[src/hw/rtl/assert_macros.svh]
// ----------------------------------------------------------------------------
// assert_macros.svh
// Clocked assertion helpers shared by the gradient angle RTL.
// ----------------------------------------------------------------------------
`ifndef ASSERT_MACROS_SVH
`define ASSERT_MACROS_SVH

`ifndef SYNTHESIS

// Property holds at every clock edge out of reset.
`define ASSERT_CLK(label, clk, rst_n, prop, msg) \
    label: assert property (@(posedge clk) disable iff (!(rst_n)) (prop)) \
        else $error(msg);

// Consequent holds in the cycle after the antecedent.
`define ASSERT_NEXT(label, clk, rst_n, ante, cons, msg) \
    label: assert property (@(posedge clk) disable iff (!(rst_n)) (ante) |=> (cons)) \
        else $error(msg);

`else

`define ASSERT_CLK(label, clk, rst_n, prop, msg)
`define ASSERT_NEXT(label, clk, rst_n, ante, cons, msg)

`endif

`endif

[src/hw/rtl/gad_pkg.sv]
`timescale 1ns / 1ps
// ----------------------------------------------------------------------------
// gad_pkg
// Widths, CORDIC angle table and shared types for the gradient angle block.
// ----------------------------------------------------------------------------
package gad_pkg;

    localparam int COMPONENT_WIDTH = 12;
    localparam int FRACTION_BITS   = 7;

    localparam int ANGLE_W      = 16;
    localparam int ANG_GUARD    = 24;
    localparam int CORDIC_STEPS = 30;
    localparam int NORM_MSB     = 57;
    // normalized vector below 2^58.5, CORDIC gain 1.65: fits 62 bits signed
    localparam int DATA_W       = 62;
    localparam int Z_W          = 32;
    localparam int TOTAL_W      = 34;
    localparam int MAG_W        = COMPONENT_WIDTH;
    localparam int MSB_W        = $clog2(MAG_W);
    localparam int SHIFT_W      = $clog2(NORM_MSB + 1);
    localparam int ROUND_SHIFT  = ANG_GUARD - FRACTION_BITS;
    localparam int RES_W        = TOTAL_W - ROUND_SHIFT;

    localparam logic [RES_W-1:0]   FULL_TURN  = RES_W'(360 * 2**FRACTION_BITS);
    localparam logic [RES_W-1:0]   DEG_90     = RES_W'(90 * 2**FRACTION_BITS);
    localparam logic [RES_W-1:0]   DEG_180    = RES_W'(180 * 2**FRACTION_BITS);
    localparam logic [RES_W-1:0]   DEG_270    = RES_W'(270 * 2**FRACTION_BITS);
    localparam logic [TOTAL_W-1:0] ROUND_HALF = TOTAL_W'(2**(ROUND_SHIFT - 1));

    // atan(2^-i) in degrees, scaled by 2^24
    localparam logic signed [Z_W-1:0] ATAN_TAB [CORDIC_STEPS] = '{
        754974720, 445687602, 235489088, 119537938, 60000934,
        30029717, 15018523, 7509720, 3754917, 1877466,
        938734, 469367, 234684, 117342, 58671,
        29335, 14668, 7334, 3667, 1833,
        917, 458, 229, 115, 57,
        29, 14, 7, 4, 2
    };

    typedef enum logic [1:0] {
        QUAD_0   = 2'd0,
        QUAD_90  = 2'd1,
        QUAD_180 = 2'd2,
        QUAD_270 = 2'd3
    } t_quad;

    // sideband that rides along the CORDIC stages
    typedef struct packed {
        logic             special;
        logic [RES_W-1:0] special_res;
        t_quad            quad;
    } t_side;

    function automatic logic [8:0] quad_base(input t_quad q);
        logic [8:0] deg;
        unique case (q)
            QUAD_0:   deg = 9'd0;
            QUAD_90:  deg = 9'd90;
            QUAD_180: deg = 9'd180;
            QUAD_270: deg = 9'd270;
            default:  deg = 9'd0;
        endcase
        return deg;
    endfunction

endpackage

[src/hw/rtl/gad_round.sv]
`timescale 1ns / 1ps
// ----------------------------------------------------------------------------
// gad_round
// Adds the quadrant base, rounds to the output grid and wraps a full turn.
// ----------------------------------------------------------------------------
`include "assert_macros.svh"

module gad_round import gad_pkg::*; (
    input  logic                  i_clk,
    input  logic                  i_rst_n,
    input  logic                  i_adv,
    input  logic                  i_valid,
    input  logic signed [Z_W-1:0] i_z,
    input  t_side                 i_side,
    output logic                  o_valid,
    output logic [ANGLE_W-1:0]    o_angle
);

    logic signed [TOTAL_W-1:0] n_total;
    logic                      r_v1;
    logic signed [TOTAL_W-1:0] r_total;
    t_side                     r_side1;

    logic [TOTAL_W-1:0] pos;
    logic [TOTAL_W-1:0] sum;
    logic [RES_W-1:0]   rnd;
    logic [RES_W-1:0]   n_res;
    logic               r_v2;
    logic [RES_W-1:0]   r_res;

    assign n_total = $signed(TOTAL_W'(quad_base(i_side.quad)) << ANG_GUARD)
                   + TOTAL_W'(i_z);

    always_ff @(posedge i_clk) begin
        if (!i_rst_n) begin
            r_v1 <= 1'b0;
        end else if (i_adv) begin
            r_v1 <= i_valid;
        end
    end

    always_ff @(posedge i_clk) begin
        if (i_adv) begin
            r_total <= n_total;
            r_side1 <= i_side;
        end
    end

    // clamp below zero, round half up, fold 360 back to 0; axis cases take their preset result
    always_comb begin
        pos = r_total[TOTAL_W-1] ? '0 : TOTAL_W'(r_total);
        sum = pos + ROUND_HALF;
        rnd = RES_W'(sum >> ROUND_SHIFT);
        if (r_side1.special) begin
            n_res = r_side1.special_res;
        end else if (rnd >= FULL_TURN) begin
            n_res = rnd - FULL_TURN;
        end else begin
            n_res = rnd;
        end
    end

    always_ff @(posedge i_clk) begin
        if (!i_rst_n) begin
            r_v2 <= 1'b0;
        end else if (i_adv) begin
            r_v2 <= r_v1;
        end
    end

    always_ff @(posedge i_clk) begin
        if (i_adv) begin
            r_res <= n_res;
        end
    end

    assign o_valid = r_v2;
    assign o_angle = ANGLE_W'(r_res);

    `ASSERT_CLK(a_res_below_turn, i_clk, i_rst_n, !r_v2 || r_res < FULL_TURN,
        "angle not below a full turn")

endmodule

[config.mk]
export PLATFORM = sky130hd
export DESIGN_NAME = gad_round
export DESIGN_NICKNAME = d
export VERILOG_FILES = /design/src/hw/rtl/gad_pkg.sv /design/src/hw/rtl/gad_round.sv
export VERILOG_INCLUDE_DIRS = /design/src /design/src/hw/rtl
export SDC_FILE = /design/constraint.sdc
export NUM_CORES = 1
export LEC_CHECK = 0
export BUFFER_PORTS_ARGS = -buffer_cell sky130_fd_sc_hd__buf_2
export CORE_ASPECT_RATIO = 2
export CORE_MARGIN = 2
export CORE_UTILIZATION = 39
export CTS_CLUSTER_DIAMETER = 150
export DETAILED_ROUTE_END_ITERATION = 6
export GPL_TIMING_DRIVEN = 0
export MAX_ROUTING_LAYER = met4
export SLEW_MARGIN = 5
export SYNTH_ARGS = -nofsm -noshare
export SYNTH_HDL_FRONTEND = slang
export SYNTH_SLANG_ARGS = --single-unit
[constraint.sdc]
create_clock -name i_clk -period 6.5 [get_ports i_clk]
set_clock_uncertainty 0.2 [all_clocks]
set_input_delay 0.325 -clock i_clk [delete_from_list [all_inputs] [get_ports i_clk]]
set_output_delay 0.325 -clock i_clk [all_outputs]
set_load 0.05 [all_outputs]
==> Flow_metrics.wiki <==
{| class="wikitable"
! Metric !! Value
|-
| Combined area of all synthesized cells || 2942 sq um
|-
| Total wirelength of the detailed-routed design || 5.727 mm
|-
| Share of the clock period used by the worst path after layout || 68.50%
|-
| Tightest slew margin relative to the limit || 24.60%
|-
| TritonCTS clock tree || built
|-
| Synthesized-area fraction occupied by adder cells || 7.061%
|-
| Multiplexer share of the synthesized area || 3.573%
|-
| Number of max-slew violations in the final report || 0
|-
| Average via count per standard cell || 5.094
|-
| Kind of critical path || flip-flop to flip-flop
|-
| Antenna violations before repair || 0
|-
| Total via count after detailed routing || 2068
|-
| Final ANT Viol Nets || 0
|-
| Die extent in x || 65.41 um
|-
| Flop and latch count out of synthesis || 53
|-
| Die Y || 126.8 um
|-
| Main combinational cell family by area after synthesis || simple AND/OR/NAND/NOR gates
|-
| Fill count || 710
|-
| Cell chosen for the clock root || clkbuf_16
|-
| Maximum Capacitance Violations || 0
|-
| Clock period minus final worst setup slack || 4452 ps
|-
| Area growth syn-to-layout || 18.93%
|-
| Synth Area in Compound Gates || 11.65%
|-
| Fmax || 224.6 MHz
|-
| Fraction of registers with async set/reset || 0%
|-
| Class of the tightest hold or removal check || input port to flip-flop
|-
| Slew at the pin with the worst max-slew slack || 1131 ps
|-
| Proportion of layout cells with a drive suffix above 1 || 26.11%
|-
| Setup repair after global routing missed its margin || false
|-
| Maximum number of pins on one net before global-route repair || 54
|-
| Avg Synthesized Cell Area || 11.86 sq um
|-
| TritonCTS Buffers || 5
|-
| Final hold vios || 0
|-
| Number of nets in the layout || 385
|-
| Synthesized netlist cell count || 248
|-
| Ant. Diodes || 0
|-
| PD cells || 253.8 nW/um^2
|-
| Basic-gate share of the synthesized area counting and, or, nand and nor cells || 17.10%
|-
| Initial Util || 40.48%
|-
| Htree depth || 2
|-
| Element type at the critical path end || flip-flop
|-
| Count of final setup violators || 0
|-
| Count of port buffers added during placement || 55
|-
| Count of boundary I/O pins || 73
|-
| Fraction of the yosys area taken by sequential cells || 53.42%
|-
| Outcome || completed
|-
| Flip-flop cell with the highest count after synthesis || edfxtp_1
|-
| Standby leakage power || 1.379 nW
|-
| Nature of the critical path startpoint || flip-flop
|-
| Bufs on Longest Clock Path || 2
|-
| Detail-routed net length per standard cell || 14.11 um
|-
| Via count of the first global-routing pass || 2160
|-
| Required @ worst endpoint || 6330 ps
|-
| Hold_ws || 3.654 ps
|-
| GRT Resource Usage Total || 15.41%
|-
| Yosys warning total || 0
|-
| Number of standard-cell rows in the floorplan || 44
|-
| Number of gates given a new drive strength after cts || 0
|-
| Post-route DRC violation count || 0
|-
| Clock latency at the later pin of the worst-skew pair || 290 ps
|-
| Count of routing violations after the opening detailed-route iteration || 99
|-
| Maximum fanout encountered on the critical timing path || 10
|-
| VDD IR max || 0.09869 mV
|-
| Net count after synthesis || 320
|-
| First-pass iteration count of the detailed router || 4
|-
| Area of the core || 7267 sq um
|-
| Clock net sink count || 53
|-
| Data arrival time of the critical path || 4290 ps
|-
| First-pass GRT wire length || 9.397 mm
|-
| Aggregate negative setup slack || 0 ps
|-
| GRT Residual Overflow || 0
|-
| Die area || 8295 sq um
|-
| XOR/XNOR Fraction of Synth Area || 5.062%
|-
| Register clock-pin slew on the reported worst setup and hold paths || 60 ps
|-
| Distinct cell type count of the synthesized netlist || 52
|-
| EDFF count, synth || 51
|-
| Final weighted congestion of routability-driven global placement || 0.8678
|-
| DPL Wire Length || 4.499 mm
|}
timing repair:
action,CTS,global route
buffers inserted,0,0
hold endpoints to repair,2,1
hold buffers,2,1
logic make-up (layout without fill, tap and decap cells):
group | count (synthesis) | count (layout)
compound gates | 46 | 46
buf+inv | 16 | 82
xor+xnor | 17 | 17
simple gates | 90 | 90
flops | 53 | 53
mux | 10 | 10
fa+ha+maj | 16 | 16
state kept, by name (all words and copies together) (netlist names):
register  cells
r_side1      17
o_valid       1
r_v1          1
r_res        16
r_total      18
layout by cell type (no fill, tap or decap), types with 3 or more instances in the layout:
cell type | synthesis | final
edfxtp_1 | 51 | 51
a21oi_1 | 12 | 12
o21ai_0 | 8 | 8
nor2_1 | 17 | 17
xnor2_1 | 13 | 13
buf_2 | 2 | 57
nand2_1 | 23 | 23
clkbuf_16 | 0 | 5
mux2_2 | 4 | 4
mux2i_1 | 6 | 6
xor2_1 | 4 | 4
o31ai_1 | 3 | 3
ha_1 | 15 | 15
nand3_1 | 8 | 8
nor2b_1 | 14 | 14
clkbuf_1 | 3 | 6
o21bai_1 | 4 | 4
dlygate4sd3_1 | 0 | 3
inv_1 | 10 | 10
nor3_1 | 7 | 7
layer usage:
layer | track usage (%) | part of all wire, % | up-vias | wire length (um)
met4 | 10.05 | 4.9 | 0 | 281
li1 | - | - | 1040 | -
met5 | - | 0 | - | 0
met2 | 30.19 | 60 | 41 | 3409
met3 | 2.216 | 3.0 | 15 | 169
met1 | 12.29 | 33 | 972 | 1867
Yosys cell counts, drive strengths merged, types with 2 or more instances:
master	n	area share, %
a21o	2	0.51
a41o	2	0.68
ha	15	6.4
xor2	4	1.2
a21oi	12	2.0
a211oi	2	0.68
inv	10	1.3
nand2b	2	0.43
nor2b	14	3.0
o31ai	4	1.2
nor3	8	1.5
mux2i	6	2.0
o21bai	4	1.0
dfxtp	2	1.4
edfxtp	51	52
buf	3	0.47
nand2	23	2.9
xnor2	13	3.9
mux2	4	1.5
nand3	9	2.0
o21ai	11	2.3
nand4	2	0.64
a211o	2	0.60
clkbuf	3	0.38
or2	4	0.85
nor4	4	1.3
nor2	18	2.4
metrics by stage:
step	setup slack, ps	total power, mW	instance area (sq um)	std cells	utilization, %
3_3_place_gp	2140	0.6384	3332	395	45.85
6_report	2048	0.8877	3498	406	48.14
3_5_place_dp	2065	0.6441	3332	395	45.85
2_1_floorplan	2896	0.5854	2942	248	-
5_1_grt	1709	0.9308	3498	406	48.14
4_1_cts	2042	0.8952	3488	405	48.00
worst max-delay path: stages, from the launching register on:
cell	delay (ps)
edfxtp_1	350
buf_2	190
buf_1	250
clkbuf_1	310
nor2b_1	180
ha_1	310
nand3_1	290
nor4_1	400
xnor2_1	190
nor2_1	80
inv_1	80
ha_1	140
nor3b_1	190
nand3_1	150
a211oi_2	220
nand4_2	150
o21ai_4	150
mux2i_1	280
o21ai_1	70
report_power, final:
part / switching, mW / leakage (nW) / internal (mW) / total [mW]
clock network: 0.108 / 0.0652 / 0.143 / 0.251
logic: 0.125 / 0.793 / 0.0733 / 0.198
registers: 0.0207 / 0.520 / 0.418 / 0.439
total: 0.253 / 1.38 / 0.634 / 0.888
area by class of cell:
cell class              instances  area, sq um  share of cell area (%)
plain buffers                   6        25.02                  0.7153
clock buffers                   8        136.4                   3.898
inverters                      10        37.54                   1.073
multi-input cells             179         1308                   37.37
flip-flops and latches         53         1572                   44.92
well taps                      92        115.1                   3.290
repair buffers                 58        305.3                   8.727
path summary, 6_finish.rpt:
check                   start          to  slack (ps)  cells past startpoint
setup / recovery  r_total[33]   r_res[11]        2050                     18
hold / removal      i_side[6]  r_side1[6]           4                      1
setup reg to reg  r_total[33]   r_res[11]        2050                     18
hold reg to reg       o_valid     o_valid         330                      2
No activity file was read; power rests on OpenSTA's default activity.
