<file path="src/hw/rtl/assert_macros.svh">
// ----------------------------------------------------------------------------
// assert_macros.svh
// Clocked assertion helpers shared by the gradient angle RTL.
// ----------------------------------------------------------------------------
`ifndef ASSERT_MACROS_SVH
`define ASSERT_MACROS_SVH

`ifndef SYNTHESIS

// Property holds at every clock edge out of reset.
`define ASSERT_CLK(label, clk, rst_n, prop, msg) \
    label: assert property (@(posedge clk) disable iff (!(rst_n)) (prop)) \
        else $error(msg);

// Consequent holds in the cycle after the antecedent.
`define ASSERT_NEXT(label, clk, rst_n, ante, cons, msg) \
    label: assert property (@(posedge clk) disable iff (!(rst_n)) (ante) |=> (cons)) \
        else $error(msg);

`else

`define ASSERT_CLK(label, clk, rst_n, prop, msg)
`define ASSERT_NEXT(label, clk, rst_n, ante, cons, msg)

`endif

`endif

</file>
<file path="src/hw/rtl/gad_pkg.sv">
`timescale 1ns / 1ps
// ----------------------------------------------------------------------------
// gad_pkg
// Widths, CORDIC angle table and shared types for the gradient angle block.
// ----------------------------------------------------------------------------
package gad_pkg;

    localparam int COMPONENT_WIDTH = 12;
    localparam int FRACTION_BITS   = 7;

    localparam int ANGLE_W      = 16;
    localparam int ANG_GUARD    = 24;
    localparam int CORDIC_STEPS = 30;
    localparam int NORM_MSB     = 57;
    // normalized vector below 2^58.5, CORDIC gain 1.65: fits 62 bits signed
    localparam int DATA_W       = 62;
    localparam int Z_W          = 32;
    localparam int TOTAL_W      = 34;
    localparam int MAG_W        = COMPONENT_WIDTH;
    localparam int MSB_W        = $clog2(MAG_W);
    localparam int SHIFT_W      = $clog2(NORM_MSB + 1);
    localparam int ROUND_SHIFT  = ANG_GUARD - FRACTION_BITS;
    localparam int RES_W        = TOTAL_W - ROUND_SHIFT;

    localparam logic [RES_W-1:0]   FULL_TURN  = RES_W'(360 * 2**FRACTION_BITS);
    localparam logic [RES_W-1:0]   DEG_90     = RES_W'(90 * 2**FRACTION_BITS);
    localparam logic [RES_W-1:0]   DEG_180    = RES_W'(180 * 2**FRACTION_BITS);
    localparam logic [RES_W-1:0]   DEG_270    = RES_W'(270 * 2**FRACTION_BITS);
    localparam logic [TOTAL_W-1:0] ROUND_HALF = TOTAL_W'(2**(ROUND_SHIFT - 1));

    // atan(2^-i) in degrees, scaled by 2^24
    localparam logic signed [Z_W-1:0] ATAN_TAB [CORDIC_STEPS] = '{
        754974720, 445687602, 235489088, 119537938, 60000934,
        30029717, 15018523, 7509720, 3754917, 1877466,
        938734, 469367, 234684, 117342, 58671,
        29335, 14668, 7334, 3667, 1833,
        917, 458, 229, 115, 57,
        29, 14, 7, 4, 2
    };

    typedef enum logic [1:0] {
        QUAD_0   = 2'd0,
        QUAD_90  = 2'd1,
        QUAD_180 = 2'd2,
        QUAD_270 = 2'd3
    } t_quad;

    // sideband that rides along the CORDIC stages
    typedef struct packed {
        logic             special;
        logic [RES_W-1:0] special_res;
        t_quad            quad;
    } t_side;

    function automatic logic [8:0] quad_base(input t_quad q);
        logic [8:0] deg;
        unique case (q)
            QUAD_0:   deg = 9'd0;
            QUAD_90:  deg = 9'd90;
            QUAD_180: deg = 9'd180;
            QUAD_270: deg = 9'd270;
            default:  deg = 9'd0;
        endcase
        return deg;
    endfunction

endpackage

</file>
<file path="src/hw/rtl/gad_prep.sv">
`timescale 1ns / 1ps
// ----------------------------------------------------------------------------
// gad_prep
// Folds the vector into the first quadrant, then normalizes it (two stages).
// ----------------------------------------------------------------------------
`include "assert_macros.svh"

module gad_prep import gad_pkg::*; (
    input  logic                              i_clk,
    input  logic                              i_rst_n,
    input  logic                              i_adv,
    input  logic                              i_valid,
    input  logic signed [COMPONENT_WIDTH-1:0] i_grad_x,
    input  logic signed [COMPONENT_WIDTH-1:0] i_grad_y,
    output logic                              o_valid,
    output logic signed [DATA_W-1:0]          o_x,
    output logic signed [DATA_W-1:0]          o_y,
    output t_side                             o_side
);

    logic               xn, yn;
    logic [MAG_W-1:0]   xm, ym;
    logic [MAG_W-1:0]   n_a, n_b;
    t_side              n_side;

    logic               r_v1;
    logic [MAG_W-1:0]   r_a, r_b;
    t_side              r_side1;

    logic [MAG_W-1:0]   mx;
    logic [MSB_W-1:0]   msb;
    logic [SHIFT_W-1:0] n_shift;

    logic                     r_v2;
    logic signed [DATA_W-1:0] r_x2, r_y2;
    t_side                    r_side2;

    // stage 1: magnitudes, quadrant and axis cases
    always_comb begin
        xn = i_grad_x[COMPONENT_WIDTH-1];
        yn = i_grad_y[COMPONENT_WIDTH-1];
        // the most negative value comes out as 2^(w-1), exact in w bits
        xm = xn ? MAG_W'(-i_grad_x) : MAG_W'(i_grad_x);
        ym = yn ? MAG_W'(-i_grad_y) : MAG_W'(i_grad_y);

        n_side.special     = (xm == '0) || (ym == '0);
        n_side.special_res = '0;
        if (xm == '0) begin
            n_side.special_res = yn ? DEG_270 : DEG_90;
        end else if (ym == '0) begin
            n_side.special_res = xn ? DEG_180 : '0;
        end

        if (!xn && !yn) begin
            n_side.quad = QUAD_0;
            n_a = xm;
            n_b = ym;
        end else if (xn && !yn) begin
            n_side.quad = QUAD_90;
            n_a = ym;
            n_b = xm;
        end else if (xn && yn) begin
            n_side.quad = QUAD_180;
            n_a = xm;
            n_b = ym;
        end else begin
            n_side.quad = QUAD_270;
            n_a = ym;
            n_b = xm;
        end
    end

    always_ff @(posedge i_clk) begin
        if (!i_rst_n) begin
            r_v1 <= 1'b0;
        end else if (i_adv) begin
            r_v1 <= i_valid;
        end
    end

    always_ff @(posedge i_clk) begin
        if (i_adv) begin
            r_a     <= n_a;
            r_b     <= n_b;
            r_side1 <= n_side;
        end
    end

    // stage 2: bring the larger component's top bit up to NORM_MSB
    always_comb begin
        mx  = (r_a > r_b) ? r_a : r_b;
        msb = '0;
        for (int k = 0; k < MAG_W; k++) begin
            if (mx[k]) begin
                msb = MSB_W'(k);
            end
        end
        n_shift = SHIFT_W'(NORM_MSB) - SHIFT_W'(msb);
    end

    always_ff @(posedge i_clk) begin
        if (!i_rst_n) begin
            r_v2 <= 1'b0;
        end else if (i_adv) begin
            r_v2 <= r_v1;
        end
    end

    always_ff @(posedge i_clk) begin
        if (i_adv) begin
            r_x2    <= $signed(DATA_W'(r_a) << n_shift);
            r_y2    <= $signed(DATA_W'(r_b) << n_shift);
            r_side2 <= r_side1;
        end
    end

    assign o_valid = r_v2;
    assign o_x     = r_x2;
    assign o_y     = r_y2;
    assign o_side  = r_side2;

    `ASSERT_CLK(a_norm_range, i_clk, i_rst_n,
        !r_v2 || r_side2.special || ((r_x2[NORM_MSB] || r_y2[NORM_MSB])
        && r_x2[DATA_W-1:NORM_MSB+1] == '0 && r_y2[DATA_W-1:NORM_MSB+1] == '0),
        "normalized vector out of range")

endmodule

</file>
<file path="config.mk">
export PLATFORM = sky130hd
export DESIGN_NAME = gad_prep
export DESIGN_NICKNAME = d
export VERILOG_FILES = /design/src/hw/rtl/gad_pkg.sv /design/src/hw/rtl/gad_prep.sv
export VERILOG_INCLUDE_DIRS = /design/src /design/src/hw/rtl
export SDC_FILE = /design/constraint.sdc
export NUM_CORES = 1
export LEC_CHECK = 0
export BUFFER_PORTS_ARGS = -buffer_cell sky130_fd_sc_hd__buf_2
export CAP_MARGIN = 20
export CORE_ASPECT_RATIO = 2
export CORE_MARGIN = 3
export CORE_UTILIZATION = 55
export DETAILED_ROUTE_END_ITERATION = 16
export GPL_ROUTABILITY_DRIVEN = 0
export PLACE_DENSITY_LB_ADDON = 0.3
export SLEW_MARGIN = 10
export SYNTH_ARGS = -nofsm -noshare
export SYNTH_HDL_FRONTEND = slang
export SYNTH_SLANG_ARGS = --single-unit
</file>
<file path="constraint.sdc">
create_clock -name i_clk -period 6.2 [get_ports i_clk]
set_input_delay 0.93 -clock i_clk [delete_from_list [all_inputs] [get_ports i_clk]]
set_output_delay 0.93 -clock i_clk [all_outputs]
set_load 0.03 [all_outputs]
</file>
==> impl_metrics.py <==
metrics = {
    "die": {
        "top_level_ports": 173,
        "std_cell_rows": 56,
        "core_area_um2": 11840,
        "start_util": 0.5701,
        "die_h_um": 162.7,
        "dieArea_um2": 13720,
        "die_w_um": 84.34,
    },
    "sta": {
        "slew_headroom": 0.3741,
        "setup_viol": 0,
        "hold_viol_final": 0,
        "fin_crit_sh": 0.7548,
        "fmax_ghz": 0.2137,
        "tns_ns": 0,
        "report.final.slew_viol_count": 0,
        "fin_skew_ns": 0.01016,
        "rsz0062_at_grt": "no",
        "worst_pin_slew_ns": 0.9355,
        "min_period_ns": 4.680,
    },
    "global_routing": {
        "grtUsageTotal": 0.2335,
        "antenna_found_initial": 0,
        "use_met3": 0.04506,
        "grt_max_degree": 56,
        "grt_pass1_wl_mm": 25.13,
        "gr-total-overflow": 0,
        "grt_pass1_vias": 5031,
        "grt_busiest_layer": "met2",
        "met1_usage": 0.2189,
        "grt_use_met2": 0.4486,
    },
    "logic_synthesis": {
        "yosysSeqAreaShare": 0.4597,
        "async_reset_ff_frac": 0,
        "synth.most_common_cell": "edfxtp_1",
        "synth_area_um2": 6750,
        "ys_types": 59,
        "avgSynthCellArea_um2": 10.65,
        "synth_area_leader_cell": "edfxtp_1",
        "ys_ff_latch": 104,
        "yosys_warnings": 0,
        "synth_area_leaders": "edfxtp_1 (45%), buf_4 (8.6%), mux2i_1 (7.4%), nor2_1 (2.8%), ha_1 (2.8%)",
        "synth-edff-count": 102,
        "synthesis.instances": 634,
        "ys.flop_type": "edfxtp_1",
        "synthDominantCellAreaShare": 0.4538,
        "synth_common_cells": "edfxtp_1 (102), buf_4 (77), nor2_1 (51)",
    },
    "placement": {
        "placed_area_um2": 7083,
        "port-buffer-count": 99,
        "dp_hpwl_mm": 12.46,
    },
    "drt": {
        "num_vias": 5243,
        "drt_iter0_drc": 565,
        "drt-vias-per-instance": 5.992,
        "drc": 0,
        "drtPass1Iterations": 6,
        "detail-route-antenna-nets": 0,
        "wl_mm": 16.29,
        "wire_per_inst_um": 18.62,
    },
    "final_layout": {
        "fin_nets": 768,
        "syn2layout_area_growth_pct": 9.472,
        "drive_gt1_frac": 0.2123,
        "antenna_cells_inserted": 0,
        "stdcell_area_um2": 7390,
    },
    "clocking": {
        "cts_tree": "built",
        "cts_hold_buf": 0,
        "ctsResizeCount": 0,
        "cts.sinks": 104,
        "ctsRootBufferMaster": "clkbuf_16",
        "cts_max_path_buffers": 2,
        "cts_made_buffers": 9,
        "cts.clk_slew.worst_paths_ns": 0.07,
        "post-cts-setup-buffer-count": 0,
        "clock_latency_ns": 0.35,
        "cts_max_level": 3,
    },
    "setup_path": {
        "max_stage_delay_ns": 0.80,
        "start_kind": "flop",
        "arrival_ns": 4.75,
        "cp_max_fo": 28,
        "reg2regPathDepth": 12,
        "crit_type": "flop to flop",
        "cp_data_required_time_ns": 6.27,
        "ff2ff_setup_slack_ns": 1.52,
        "path_cells": "inv_1 -> ha_1 -> a211oi_1 -> o22ai_1 -> a31oi_2 -> a211oi_1 -> a2bb2oi_4 -> buf_4 -> mux2i_1 -> mux2i_1 -> o2bb2a_1 -> o22ai_1",
        "end_kind": "flop",
        "r2r-start": "r_b[9]",
        "slowest_stage": "a2bb2oi_4",
        "crit_end": "o_y[55]",
        "startpoint": "r_b[9]",
        "reg2reg_to": "o_y[55]",
    },
    "power_and_ir_drop": {
        "power_uw": 2621,
        "ir_drop_mv": 0.2112,
        "p_per_area_nw_per_um2": 354.6,
        "p_leak_uw": 0.003115,
    },
    "outcome": {
        "status": "completed",
    },
    "job": {
        "cap_violations": 0,
    },
    "worst_hold_path": {
        "hold_path_depth": 0,
        "hold_path_class": "flop to flop",
    },
}
per-layer routing:
| metal | up-vias | wire [um] |
|---|---|---|
| met2 | 352 | 9044 |
| li1 | 2372 | - |
| met1 | 2423 | 4828 |
| met4 | 0 | 1131 |
| met3 | 96 | 1287 |
| met5 | - | 0 |
critical path, delay by kind of cell, from the launching register on:
kind                       cells  cell delay [ns]
AOI/OAI and AO/OA              7             2.16
muxes                          2             1.05
DFF                            1             0.46
buffers and inverters          2             0.42
adders and majority gates      1             0.31
placed cells by master, fill, tap and decap left out, types with 17 or more instances in the layout:
master    count
mux2i_1      50
conb_1       77
edfxtp_1    102
a21oi_1      32
o21ai_0      25
nand3_1      17
nor2_1       51
o22ai_1      17
buf_2        98
nand2_1      39
inv_1        22
state kept, by name (all words and copies together), names as in the netlist:
signal	count
r_v1	1
o_x	30
r_b	12
r_a	12
r_side1	9
o_side	9
o_valid	1
o_y	30
how the worst min path moves through the flow:
stage	from	end	slack, ns
finish	r_side1[15]	o_side[15]	0.42
global route	r_side1[17]	o_side[17]	0.42
detailed placement	r_side1[17]	o_side[17]	0.40
floorplan	r_side1[0]	o_side[0]	0.40
global placement	r_side1[17]	o_side[17]	0.40
CTS	r_side1[17]	o_side[17]	0.42
cell type report:
cell class | instances | area [um2]
clock buffers | 11 | 242.7
fillers | 977 | 4452
multi-input cells | 478 | 3147
flip-flops and latches | 104 | 3103
clock inverters | 5 | 63.81
repair buffers | 107 | 558.0
well taps | 145 | 181.4
inverters | 25 | 93.84
cell families (layout without fill, tap and decap cells):
group,after synthesis,count (layout),synth area share
mux,74,74,0.1288
flops,104,104,0.4597
compound gates,121,121,0.1171
fa+ha+maj,15,15,0.02780
simple gates,169,169,0.1194
xor+xnor,22,22,0.02855
other cells,1,77,0.0005555
buf+inv,128,148,0.1181
where the power goes:
part | leakage (uW) | internal (uW) | switching, uW
clock | 0.000146 | 327 | 246
combinational | 0.00192 | 343 | 743
sequential | 0.00105 | 912 | 49.3
total | 0.00311 | 1580 | 1040
per-stage QoR:
stage                     setup slack, ns  hold WS (ns)  cells    util
after global routing                1.150        0.4248    875  0.6240
after global placement              1.939        0.4021    859  0.5982
after detailed placement            1.769        0.4045    859  0.5982
after CTS                           1.745        0.4211    875  0.6240
final                               1.520        0.4204    875  0.6240
after floorplan                     2.198        0.4003    710       -
No activity file was read; power rests on OpenSTA's default activity.
